File: config.mk
export PLATFORM = sky130hd
export DESIGN_NAME = wall_clock_tick_pacer_top_flat
export DESIGN_NICKNAME = d
export VERILOG_FILES = /design/src/rtl/wctp_pkg.sv /design/src/rtl/wctp_if.sv /design/src/rtl/wall_clock_tick_pacer_top.sv /design/src/flat_wrapper.sv
export SDC_FILE = /design/constraint.sdc
export NUM_CORES = 2
export LEC_CHECK = 0
export BUFFER_PORTS_ARGS = -buffer_cell sky130_fd_sc_hd__buf_2
export CELL_PAD_IN_SITES_DETAIL_PLACEMENT = 0
export CELL_PAD_IN_SITES_GLOBAL_PLACEMENT = 2
export CORE_AREA = 2 2 429 431
export DETAILED_ROUTE_END_ITERATION = 12
export DIE_AREA = 0 0 431 433
export PLACE_DENSITY = 0.87
export SLEW_MARGIN = 25
export SYNTH_ARGS = -nofsm -noshare
export SYNTH_HDL_FRONTEND = slang
export SYNTH_SLANG_ARGS = --single-unit
File: constraint.sdc
create_clock -name clk_i -period 14.1 [get_ports clk_i]
set_input_delay 1.41 -clock clk_i [delete_from_list [all_inputs] [get_ports clk_i]]
set_output_delay 1.41 -clock clk_i [all_outputs]
set_load 0.05 [all_outputs]
File: src/rtl/wctp_pkg.sv
// Shared widths, codes and constants for the wall clock tick pacer.
// No dependencies; used by the channel interfaces, the top level and the testbench.
`default_nettype none

package wctp_pkg;

  localparam int unsigned TPS_W      = 40;
  localparam int unsigned CHUNK_W    = 32;
  localparam int unsigned NOW_W      = 63;
  localparam int unsigned CNT_W      = 64;
  localparam int unsigned GRANT_W    = 32;
  localparam int unsigned OP_W       = 2;
  localparam int unsigned CFG_IDX_W  = 1;
  localparam int unsigned CFG_DATA_W = 40;

  // multiples of one second in ns, for the radix-4 divider digit select
  localparam logic [31:0] NS_X1 = 32'd1000000000;
  localparam logic [31:0] NS_X2 = 32'd2000000000;
  localparam logic [31:0] NS_X3 = 32'd3000000000;

  // sequencer step counts (radix-4 divide consumes 2 bits per step)
  localparam int unsigned STEP_W        = 5;
  localparam int unsigned DIV_NS_STEPS  = 32;
  localparam int unsigned DIV_TPS_STEPS = 20;
  localparam int unsigned DIV_LO_STEPS  = 30;
  localparam int unsigned MUL_STEPS     = 5;

  typedef enum logic [OP_W-1:0] {
    OP_START  = 2'd0,
    OP_CREDIT = 2'd1,
    OP_QUERY  = 2'd2
  } opcode_e;

  typedef enum logic [CFG_IDX_W-1:0] {
    CFG_TPS   = 1'b0,
    CFG_CHUNK = 1'b1
  } cfg_idx_e;

endpackage

`default_nettype wire

File: src/rtl/wctp_if.sv
// Valid/ready channel interfaces of the tick pacer: request, response, config.
// Depends on wctp_pkg for field widths.
`default_nettype none

interface wctp_req_if;
  logic                           valid;
  logic                           ready;
  logic [wctp_pkg::OP_W-1:0]      opcode;
  logic [wctp_pkg::NOW_W-1:0]     now_ns;
  logic [wctp_pkg::CNT_W-1:0]     tick_count;

  modport source (output valid, opcode, now_ns, tick_count, input ready);
  modport sink   (input valid, opcode, now_ns, tick_count, output ready);
endinterface

interface wctp_rsp_if;
  logic                           valid;
  logic                           ready;
  logic [wctp_pkg::GRANT_W-1:0]   ticks_granted;

  modport source (output valid, ticks_granted, input ready);
  modport sink   (input valid, ticks_granted, output ready);
endinterface

interface wctp_cfg_if;
  logic                             valid;
  logic                             ready;
  logic [wctp_pkg::CFG_IDX_W-1:0]   index;
  logic [wctp_pkg::CFG_DATA_W-1:0]  data;

  modport source (output valid, index, data, input ready);
  modport sink   (input valid, index, data, output ready);
endinterface

`default_nettype wire

File: src/rtl/wall_clock_tick_pacer_top.sv
// Wall clock tick pacer: start/credit/query sequencer over one shared
// radix-4 divide-by-1e9 unit and one 40x8 multiply-accumulate unit.
// Depends on wctp_pkg and the channel interfaces in wctp_if.sv.
//
//  channel | dir | payload                              | accepted when
//  --------+-----+--------------------------------------+----------------------
//  req_i   | in  | opcode, now_ns, tick_count           | valid & ready
//  rsp_o   | out | ticks_granted                        | valid & ready
//  cfg_i   | in  | index (0 rate, 1 max chunk), data    | valid & ready (ready=1)
//
// Start and credit pass from decode straight to the emit state; a query that
// passes the enable and time checks runs three divide-by-1e9 passes (2 quotient
// bits per step), three multiply passes, then sum, target, lag and grant.
// Ready is high only while the sequencer is idle; one request is in flight.
// A held response does not stop the next request; a finished one waits in
// the emit state until the output register frees. Reset clears all state.
`default_nettype none

module wall_clock_tick_pacer_top (
  input  wire              clk_i,
  input  wire              rst_ni,
  wctp_req_if.sink         req_i,
  wctp_rsp_if.source       rsp_o,
  wctp_cfg_if.sink         cfg_i
);

  typedef enum logic [3:0] {
    S_IDLE,
    S_DECODE,
    S_DIV_NS,
    S_DIV_TPS,
    S_MUL_WHOLE,
    S_MUL_HI,
    S_MUL_LO,
    S_DIV_LO,
    S_SUM,
    S_TARGET,
    S_LAG,
    S_GRANT,
    S_EMIT
  } state_e;

  state_e state_q;

  // config and architectural state
  logic [wctp_pkg::TPS_W-1:0]   tps_q;
  logic [wctp_pkg::CHUNK_W-1:0] chunk_q;
  logic [wctp_pkg::NOW_W-1:0]   origin_q;
  logic [wctp_pkg::CNT_W-1:0]   emitted_q;

  // latched request
  logic [wctp_pkg::OP_W-1:0]    op_q;
  logic [wctp_pkg::NOW_W-1:0]   now_q;
  logic [wctp_pkg::CNT_W-1:0]   cnt_q;

  // shared units
  logic [63:0]                  dvd_q;
  logic [29:0]                  rmd_q;
  logic [79:0]                  acc_q;
  logic [39:0]                  mcand_q;
  logic [39:0]                  mplier_q;
  logic [wctp_pkg::STEP_W-1:0]  step_q;

  // intermediate results
  logic [33:0]                  secs_q;
  logic [29:0]                  rem_q;
  logic [10:0]                  qt_q;
  logic [29:0]                  rt_q;
  logic [63:0]                  whole_q;
  logic                         whole_sat_q;
  logic [40:0]                  frac_hi_q;
  logic [41:0]                  frac_q;
  logic [63:0]                  target_q;
  logic [63:0]                  lag_q;
  logic                         ahead_q;
  logic [wctp_pkg::GRANT_W-1:0] res_q;

  logic                         out_valid_q;
  logic [wctp_pkg::GRANT_W-1:0] out_grant_q;

  // divider step: next 2 quotient bits from {remainder, top dividend bits}
  logic [31:0] div_t;
  logic [1:0]  div_digit;
  logic [31:0] div_sub;
  logic [29:0] rmd_d;
  logic [63:0] dvd_d;

  assign div_t = {rmd_q, dvd_q[63:62]};

  always_comb begin
    priority if (div_t >= wctp_pkg::NS_X3) begin
      div_digit = 2'd3;
      div_sub   = wctp_pkg::NS_X3;
    end else if (div_t >= wctp_pkg::NS_X2) begin
      div_digit = 2'd2;
      div_sub   = wctp_pkg::NS_X2;
    end else if (div_t >= wctp_pkg::NS_X1) begin
      div_digit = 2'd1;
      div_sub   = wctp_pkg::NS_X1;
    end else begin
      div_digit = 2'd0;
      div_sub   = 32'd0;
    end
  end

  logic [31:0] div_diff;
  assign div_diff = div_t - div_sub;
  assign rmd_d    = div_diff[29:0];
  assign dvd_d    = {dvd_q[61:0], div_digit};

  // multiply step: MSB-first byte of the multiplier
  logic [47:0] mul_prod;
  logic [79:0] acc_d;
  logic [39:0] mplier_d;

  assign mul_prod = 48'(mcand_q) * 48'(mplier_q[39:32]);
  assign acc_d    = {acc_q[71:0], 8'd0} + {32'd0, mul_prod};
  assign mplier_d = {mplier_q[31:0], 8'd0};

  logic step_last;
  assign step_last = (step_q == '0);

  logic [62:0] elapsed;
  logic [64:0] credit_sum;
  logic [64:0] target_sum;
  logic [64:0] lag_full;
  logic        over_chunk;
  logic        skip_ahead;

  assign elapsed    = now_q - origin_q;
  assign credit_sum = {1'b0, emitted_q} + {1'b0, cnt_q};
  assign target_sum = {1'b0, whole_q} + {23'd0, frac_q};
  assign lag_full   = {1'b0, target_q} - {1'b0, emitted_q};
  assign over_chunk = lag_q > {32'd0, chunk_q};
  assign skip_ahead = lag_q >= {30'd0, chunk_q, 2'b00};

  always_ff @(posedge clk_i or negedge rst_ni) begin
    if (!rst_ni) begin
      state_q     <= S_IDLE;
      tps_q       <= '0;
      chunk_q     <= '0;
      origin_q    <= '0;
      emitted_q   <= '0;
      op_q        <= '0;
      now_q       <= '0;
      cnt_q       <= '0;
      dvd_q       <= '0;
      rmd_q       <= '0;
      acc_q       <= '0;
      mcand_q     <= '0;
      mplier_q    <= '0;
      step_q      <= '0;
      secs_q      <= '0;
      rem_q       <= '0;
      qt_q        <= '0;
      rt_q        <= '0;
      whole_q     <= '0;
      whole_sat_q <= 1'b0;
      frac_hi_q   <= '0;
      frac_q      <= '0;
      target_q    <= '0;
      lag_q       <= '0;
      ahead_q     <= 1'b0;
      res_q       <= '0;
      out_valid_q <= 1'b0;
      out_grant_q <= '0;
    end else begin
      if (cfg_i.valid) begin
        unique case (cfg_i.index)
          wctp_pkg::CFG_TPS:   tps_q   <= cfg_i.data[wctp_pkg::TPS_W-1:0];
          wctp_pkg::CFG_CHUNK: chunk_q <= cfg_i.data[wctp_pkg::CHUNK_W-1:0];
          default: ;
        endcase
      end

      if (rsp_o.ready) begin
        out_valid_q <= 1'b0;
      end

      unique case (state_q)
        S_IDLE: begin
          if (req_i.valid) begin
            op_q    <= req_i.opcode;
            now_q   <= req_i.now_ns;
            cnt_q   <= req_i.tick_count;
            state_q <= S_DECODE;
          end
        end

        S_DECODE: begin
          res_q   <= '0;
          state_q <= S_EMIT;
          unique case (op_q)
            wctp_pkg::OP_START: begin
              origin_q  <= now_q;
              emitted_q <= '0;
            end
            wctp_pkg::OP_CREDIT: begin
              emitted_q <= credit_sum[64] ? '1 : credit_sum[63:0];
            end
            wctp_pkg::OP_QUERY: begin
              if (tps_q != '0 && chunk_q != '0 && now_q > origin_q) begin
                dvd_q   <= {1'b0, elapsed};
                rmd_q   <= '0;
                step_q  <= wctp_pkg::STEP_W'(wctp_pkg::DIV_NS_STEPS - 1);
                state_q <= S_DIV_NS;
              end
            end
            default: ;
          endcase
        end

        S_DIV_NS: begin
          dvd_q  <= dvd_d;
          rmd_q  <= rmd_d;
          step_q <= step_q - 1'b1;
          if (step_last) begin
            secs_q  <= dvd_d[33:0];
            rem_q   <= rmd_d;
            dvd_q   <= {tps_q, 24'd0};
            rmd_q   <= '0;
            step_q  <= wctp_pkg::STEP_W'(wctp_pkg::DIV_TPS_STEPS - 1);
            state_q <= S_DIV_TPS;
          end
        end

        S_DIV_TPS: begin
          dvd_q  <= dvd_d;
          rmd_q  <= rmd_d;
          step_q <= step_q - 1'b1;
          if (step_last) begin
            qt_q     <= dvd_d[10:0];
            rt_q     <= rmd_d;
            mcand_q  <= {6'd0, secs_q};
            mplier_q <= tps_q;
            acc_q    <= '0;
            step_q   <= wctp_pkg::STEP_W'(wctp_pkg::MUL_STEPS - 1);
            state_q  <= S_MUL_WHOLE;
          end
        end

        S_MUL_WHOLE: begin
          acc_q    <= acc_d;
          mplier_q <= mplier_d;
          step_q   <= step_q - 1'b1;
          if (step_last) begin
            whole_sat_q <= |acc_d[79:64];
            whole_q     <= acc_d[63:0];
            mcand_q     <= {10'd0, rem_q};
            mplier_q    <= {29'd0, qt_q};
            acc_q       <= '0;
            step_q      <= wctp_pkg::STEP_W'(wctp_pkg::MUL_STEPS - 1);
            state_q     <= S_MUL_HI;
          end
        end

        S_MUL_HI: begin
          acc_q    <= acc_d;
          mplier_q <= mplier_d;
          step_q   <= step_q - 1'b1;
          if (step_last) begin
            frac_hi_q <= acc_d[40:0];
            mcand_q   <= {10'd0, rem_q};
            mplier_q  <= {10'd0, rt_q};
            acc_q     <= '0;
            step_q    <= wctp_pkg::STEP_W'(wctp_pkg::MUL_STEPS - 1);
            state_q   <= S_MUL_LO;
          end
        end

        S_MUL_LO: begin
          acc_q    <= acc_d;
          mplier_q <= mplier_d;
          step_q   <= step_q - 1'b1;
          if (step_last) begin
            // rem * (rate mod 1e9) is under 2^60
            dvd_q   <= {acc_d[59:0], 4'd0};
            rmd_q   <= '0;
            step_q  <= wctp_pkg::STEP_W'(wctp_pkg::DIV_LO_STEPS - 1);
            state_q <= S_DIV_LO;
          end
        end

        S_DIV_LO: begin
          dvd_q  <= dvd_d;
          rmd_q  <= rmd_d;
          step_q <= step_q - 1'b1;
          if (step_last) begin
            state_q <= S_SUM;
          end
        end

        S_SUM: begin
          frac_q  <= {1'b0, frac_hi_q} + {12'd0, dvd_q[29:0]};
          state_q <= S_TARGET;
        end

        S_TARGET: begin
          target_q <= (whole_sat_q || target_sum[64]) ? '1 : target_sum[63:0];
          state_q  <= S_LAG;
        end

        S_LAG: begin
          lag_q   <= lag_full[63:0];
          ahead_q <= !lag_full[64] && (lag_full[63:0] != '0);
          state_q <= S_GRANT;
        end

        S_GRANT: begin
          // skip-ahead and small lag both land exactly on the target
          if (!ahead_q) begin
            res_q <= '0;
          end else if (over_chunk) begin
            res_q     <= chunk_q;
            emitted_q <= skip_ahead ? target_q : emitted_q + {32'd0, chunk_q};
          end else begin
            res_q     <= lag_q[wctp_pkg::GRANT_W-1:0];
            emitted_q <= target_q;
          end
          state_q <= S_EMIT;
        end

        S_EMIT: begin
          if (!out_valid_q || rsp_o.ready) begin
            out_valid_q <= 1'b1;
            out_grant_q <= res_q;
            state_q     <= S_IDLE;
          end
        end

        default: state_q <= S_IDLE;
      endcase
    end
  end

  assign req_i.ready         = (state_q == S_IDLE);
  assign cfg_i.ready         = 1'b1;
  assign rsp_o.valid         = out_valid_q;
  assign rsp_o.ticks_granted = out_grant_q;

  // a grant never exceeds the chunk in force when it was formed
  a_grant_le_chunk: assert property (@(posedge clk_i) disable iff (!rst_ni)
    (state_q == S_GRANT) |=> (res_q <= $past(chunk_q)))
    else $error("grant above max chunk");

  // the emitted count only moves backward on a start request
  a_emitted_monotonic: assert property (@(posedge clk_i) disable iff (!rst_ni)
    !(state_q == S_DECODE && op_q == wctp_pkg::OP_START) |=>
      (emitted_q >= $past(emitted_q)))
    else $error("emitted count decreased");

  // an accepted start clears the emitted count once decoded
  a_start_clears: assert property (@(posedge clk_i) disable iff (!rst_ni)
    (req_i.valid && req_i.ready && req_i.opcode == wctp_pkg::OP_START) |=>
      ##1 (emitted_q == '0))
    else $error("start did not clear emitted count");

endmodule

`default_nettype wire

File: src/flat_wrapper.sv
// flat-port wrapper written by rule: the top's interface ports become plain ports
module wall_clock_tick_pacer_top_flat 
  (clk_i, rst_ni, req_i_valid, req_i_opcode, req_i_now_ns, req_i_tick_count, req_i_ready, rsp_o_valid, rsp_o_ticks_granted, rsp_o_ready, cfg_i_valid, cfg_i_index, cfg_i_data, cfg_i_ready);
  wctp_req_if req_i_i ();
  wctp_rsp_if rsp_o_i ();
  wctp_cfg_if cfg_i_i ();
  input  wire clk_i;
  input  wire rst_ni;
  input wire logic [$bits(req_i_i.valid)-1:0] req_i_valid;
  input wire logic [$bits(req_i_i.opcode)-1:0] req_i_opcode;
  input wire logic [$bits(req_i_i.now_ns)-1:0] req_i_now_ns;
  input wire logic [$bits(req_i_i.tick_count)-1:0] req_i_tick_count;
  output wire logic [$bits(req_i_i.ready)-1:0] req_i_ready;
  output wire logic [$bits(rsp_o_i.valid)-1:0] rsp_o_valid;
  output wire logic [$bits(rsp_o_i.ticks_granted)-1:0] rsp_o_ticks_granted;
  input wire logic [$bits(rsp_o_i.ready)-1:0] rsp_o_ready;
  input wire logic [$bits(cfg_i_i.valid)-1:0] cfg_i_valid;
  input wire logic [$bits(cfg_i_i.index)-1:0] cfg_i_index;
  input wire logic [$bits(cfg_i_i.data)-1:0] cfg_i_data;
  output wire logic [$bits(cfg_i_i.ready)-1:0] cfg_i_ready;
  assign req_i_i.valid = req_i_valid;
  assign req_i_i.opcode = req_i_opcode;
  assign req_i_i.now_ns = req_i_now_ns;
  assign req_i_i.tick_count = req_i_tick_count;
  assign req_i_ready = req_i_i.ready;
  assign rsp_o_valid = rsp_o_i.valid;
  assign rsp_o_ticks_granted = rsp_o_i.ticks_granted;
  assign rsp_o_i.ready = rsp_o_ready;
  assign cfg_i_i.valid = cfg_i_valid;
  assign cfg_i_i.index = cfg_i_index;
  assign cfg_i_i.data = cfg_i_data;
  assign cfg_i_ready = cfg_i_i.ready;
  wall_clock_tick_pacer_top u_core (.clk_i(clk_i), .rst_ni(rst_ni), .req_i(req_i_i), .rsp_o(rsp_o_i), .cfg_i(cfg_i_i));
endmodule
==> impl_results.md <==
- Worst Path Required: 14.73 ns
- Fmax: 0.143 GHz
- Die W: about 430 um
- FF-to-FF path depth: 23
- Vias in the first global route: approximately 60000
- Initial antenna violation count: 6
- Unrepaired setup endpoints after global routing: false
- Dominant cell type by area after synthesis: dfrtp_1
- Largest family of logic cells by synthesized area: compound AO/OA/AOI/OAI gates
- Final hold violation count: 0
- GPL Wtd Cong: about 0.95
- Fin Clk Skew: a little over 0.09 ns
- Synth top area share: 0.354
- WL per Instance: roughly 25 um
- Worst Hold Path Cells: 2
- Critical path's top delay family: adder cells
- Die area: ~190000 um^2
- Slowest CP cell: dfrtp_1
- Mean area per synthesized cell: approximately 8.9 um^2
- Max clock buf depth: 3
- Routed Antenna Nets: 0
- Overall routed net length: around 260 mm
- Worst EP arrival: between 7 and 8 ns
- CTS tree: built
- Top post-synthesis cells by area: dfrtp_1 (35%), ha_1 (7.8%), nand2_1 (6.5%)
- Pin count of the biggest net entering global routing: roughly 150
- Synth Area in Simple Gates: 0.157
- Clk slew on worst S/H paths: about 0.060 ns
- Cell breakdown of the critical path: buf_4 -> nand2_1 -> fa_1 -> fa_1 -> inv_1 -> fa_1 -> inv_1 -> fa_1 -> inv_1 -> ha_1 -> o21ai_0 -> nor2_1 -> o31ai_1 -> a2111oi_0 -> nor2_1 -> o31ai_2 -> a21oi_1 -> buf_4 -> nor3_1 -> nand3_1 -> xnor2_1 -> nor4_1 -> a31oi_1
- CP Depth: 23
- CP bufs+invs: 5
- Mux share of post-synthesis cell area: 0.0563
- Yosys cell types: 101
- Slew Viols, Final: 0
- Filler cell count: about 18000
- Rows: 157
- Setup-failing EPs final: 0
- Commonest cells post-synth: nand2_1 (1248), dfrtp_1 (1024), o21ai_0 (650)
- Syn Nets: 9002
- Num CTS Buffers: 121
- Cts hold-fix bufs: 0
- Total track usage: 0.281
- Multi-input gate area: 43500 um^2
- Clock Latency Late Sink: between 0.8 and 0.9 ns
- Most frequent cell after synthesis: nand2_1
- Post-Syn Area: 72500 um^2
- DP Wirelength: a little over 200 mm
- CP endpoint kind: register
- Drt drc: 0
- Core ar.: 182000 um^2
- Crit-path max cell delay: approximately 0.70 ns
- Kind of critical path: reg2reg
- Cells resized by post-CTS repair: 0
- Share of post-route cells with drive strength above 1: 0.110
- Vias/cell: approximately 5.8
- Via count: 61500
- Reg area: between 20000 and 30000 um^2
- Mapped Cells: just over 8000
- Ys flop type: dfrtp_1
- Critical Path Source Type: register
- Synth Area in Compound Gates: 0.194
- EDFF count, synth: 0
- Status: finished, final reports clean
- Postcts setup bufs: 0
- Tightest Hold Check Type: reg2reg
- #FFs+latches synth: ~1000
- Die Height: 433 um
- Maxcap violations: 0
- Starting Density: 0.398
- Global-route wire length before repair: approximately 400 mm
- Total clock sinks: approximately 1000
- Critical path fanouts, max: 18
- Fin crit share: 0.498
- Post-synth ARST share: 1.00
- Grt ovf: 0
- Post-synthesis xor/xnor area fraction: 0.0474
- Worst Max-Slew Pin Slew: 1.15 ns
- Seq/Total Area, Yosys: 0.354
- Net count, final: ~9000
- DRT Pass-1 Iters: 6
- CP dominant cell by count: fa_1
- Detailed Route Iter0 Violations: 5048
- Final worst path period need: ~7 ns
- Slew margin rel.: 0.234
- Warnings from Yosys: 0
- Synth Area in Adders: 0.142
- H-Tree Depth: 3
- Num ports: 210
- Setup TNS: 0 ns
- IO Port Bufs: around 210
- Synth-to-Final Area Change: 10.9%
- Root Driver: clkbuf_16
per-stage QoR:
step | instances | setup slack (ns) | util | hold slack, ns | area [um^2]
after floorplan | 8146 | 8.13 | - | 0.445 | 72500
after global placement | 10400 | 7.23 | 0.417 | 0.456 | 75900
after detailed placement | 10400 | 7.15 | 0.417 | 0.463 | 76000
after CTS | 10700 | 7.16 | 0.441 | 0.478 | 80400
after global routing | 10700 | 6.74 | 0.441 | 0.494 | 80400
final | 10700 | 7.08 | 0.441 | 0.475 | 80400
cell families after synthesis:
family | after synthesis
AND/OR/NAND/NOR | 2495
AO/OA/AOI/OAI | 2226
flip-flops | 1024
buffers and inverters | 959
adder cells (fa/ha/maj) | 681
XOR/XNOR | 392
multiplexers | 368
other | 1
path summary, 6_finish.rpt:
path	slack, ns	end	from
setup / recovery	7.08	u_core.whole_sat_q	u_core.mplier_q[36]
hold / removal	0.47	u_core.res_q[16]	u_core.res_q[16]
setup reg to reg	7.08	u_core.whole_sat_q	u_core.mplier_q[36]
hold reg to reg	0.47	u_core.res_q[16]	u_core.res_q[16]
max in group asynchronous	10.90	u_core.now_q[24]	rst_ni
min in group asynchronous	0.61	u_core.rsp_o.ticks_granted[8]	rst_ni
area by class of cell:
class | count | area share
tap | 2385 | 0.0371
timing repair buffer | 307 | 0.0226
clock buffer | 164 | 0.0428
clock inverter | 59 | 0.0119
multi-input combinational | 6163 | 0.541
sequential | 1024 | 0.319
inverter | 558 | 0.0261
antenna | 1 | 0.0000311
state kept, by name, summed over array words and instances, names as in the netlist, 34 cells and up:
register,flops
u_core.lag_q,64
u_core.frac_hi_q,41
u_core.tps_q,40
u_core.target_q,64
u_core.mcand_q,34
u_core.cnt_q,64
u_core.now_q,63
u_core.mplier_q,40
u_core.dvd_q,64
u_core.frac_q,42
u_core.acc_q,72
u_core.secs_q,34
u_core.emitted_q,64
u_core.origin_q,63
u_core.whole_q,64
placed cells by master, fill, tap and decap left out, types with 29 or more instances in the layout:
cell	Yosys	routed
a211oi_1	39	39
a21o_1	217	216
a21oi_1	620	619
a221oi_1	37	37
a222oi_1	29	29
a22o_1	51	51
a22oi_1	46	46
a31oi_1	55	54
and2_1	218	216
and3_1	50	50
buf_2	19	209
buf_4	4	92
clkbuf_16	0	122
dfrtp_1	1024	1024
fa_1	232	232
ha_1	449	449
inv_1	558	558
mux2_2	310	310
mux2i_1	51	51
nand2_1	1248	1245
nand2b_1	54	53
nand3_1	105	100
nand4_1	123	123
nor2_1	399	389
nor2b_1	53	51
nor3_1	86	83
nor4_1	56	55
o211ai_1	41	41
o21a_1	56	56
o21ai_0	650	648
o21bai_1	64	64
o22a_1	63	63
o31ai_1	34	33
xnor2_1	253	251
xor2_1	139	138
metal layers:
| metal | share of wire | GRT usage | wire, um | vias to the layer above |
|---|---|---|---|---|
| met5 | 0.00011 | 0 | 29 | - |
| met1 | 0.43 | 0.369 | 113000 | 30600 |
| met2 | 0.46 | 0.456 | 122000 | 1900 |
| met4 | 0.058 | 0.143 | 15200 | 4 |
| li1 | - | - | - | 28500 |
| met3 | 0.054 | 0.0360 | 14400 | 465 |
worst register-to-register path, delay by kind of cell (launching register included):
family          cells  cell delay, ns
compound gates      6            1.41
xor+xnor            1            0.16
flops               1            0.70
fa+ha+maj           5            2.37
simple gates        6            1.56
buf+inv             5            0.71
Power is left out: the tool's default activity adds up to more than one toggle a clock period on the data nets, which glitch-free logic cannot reach.
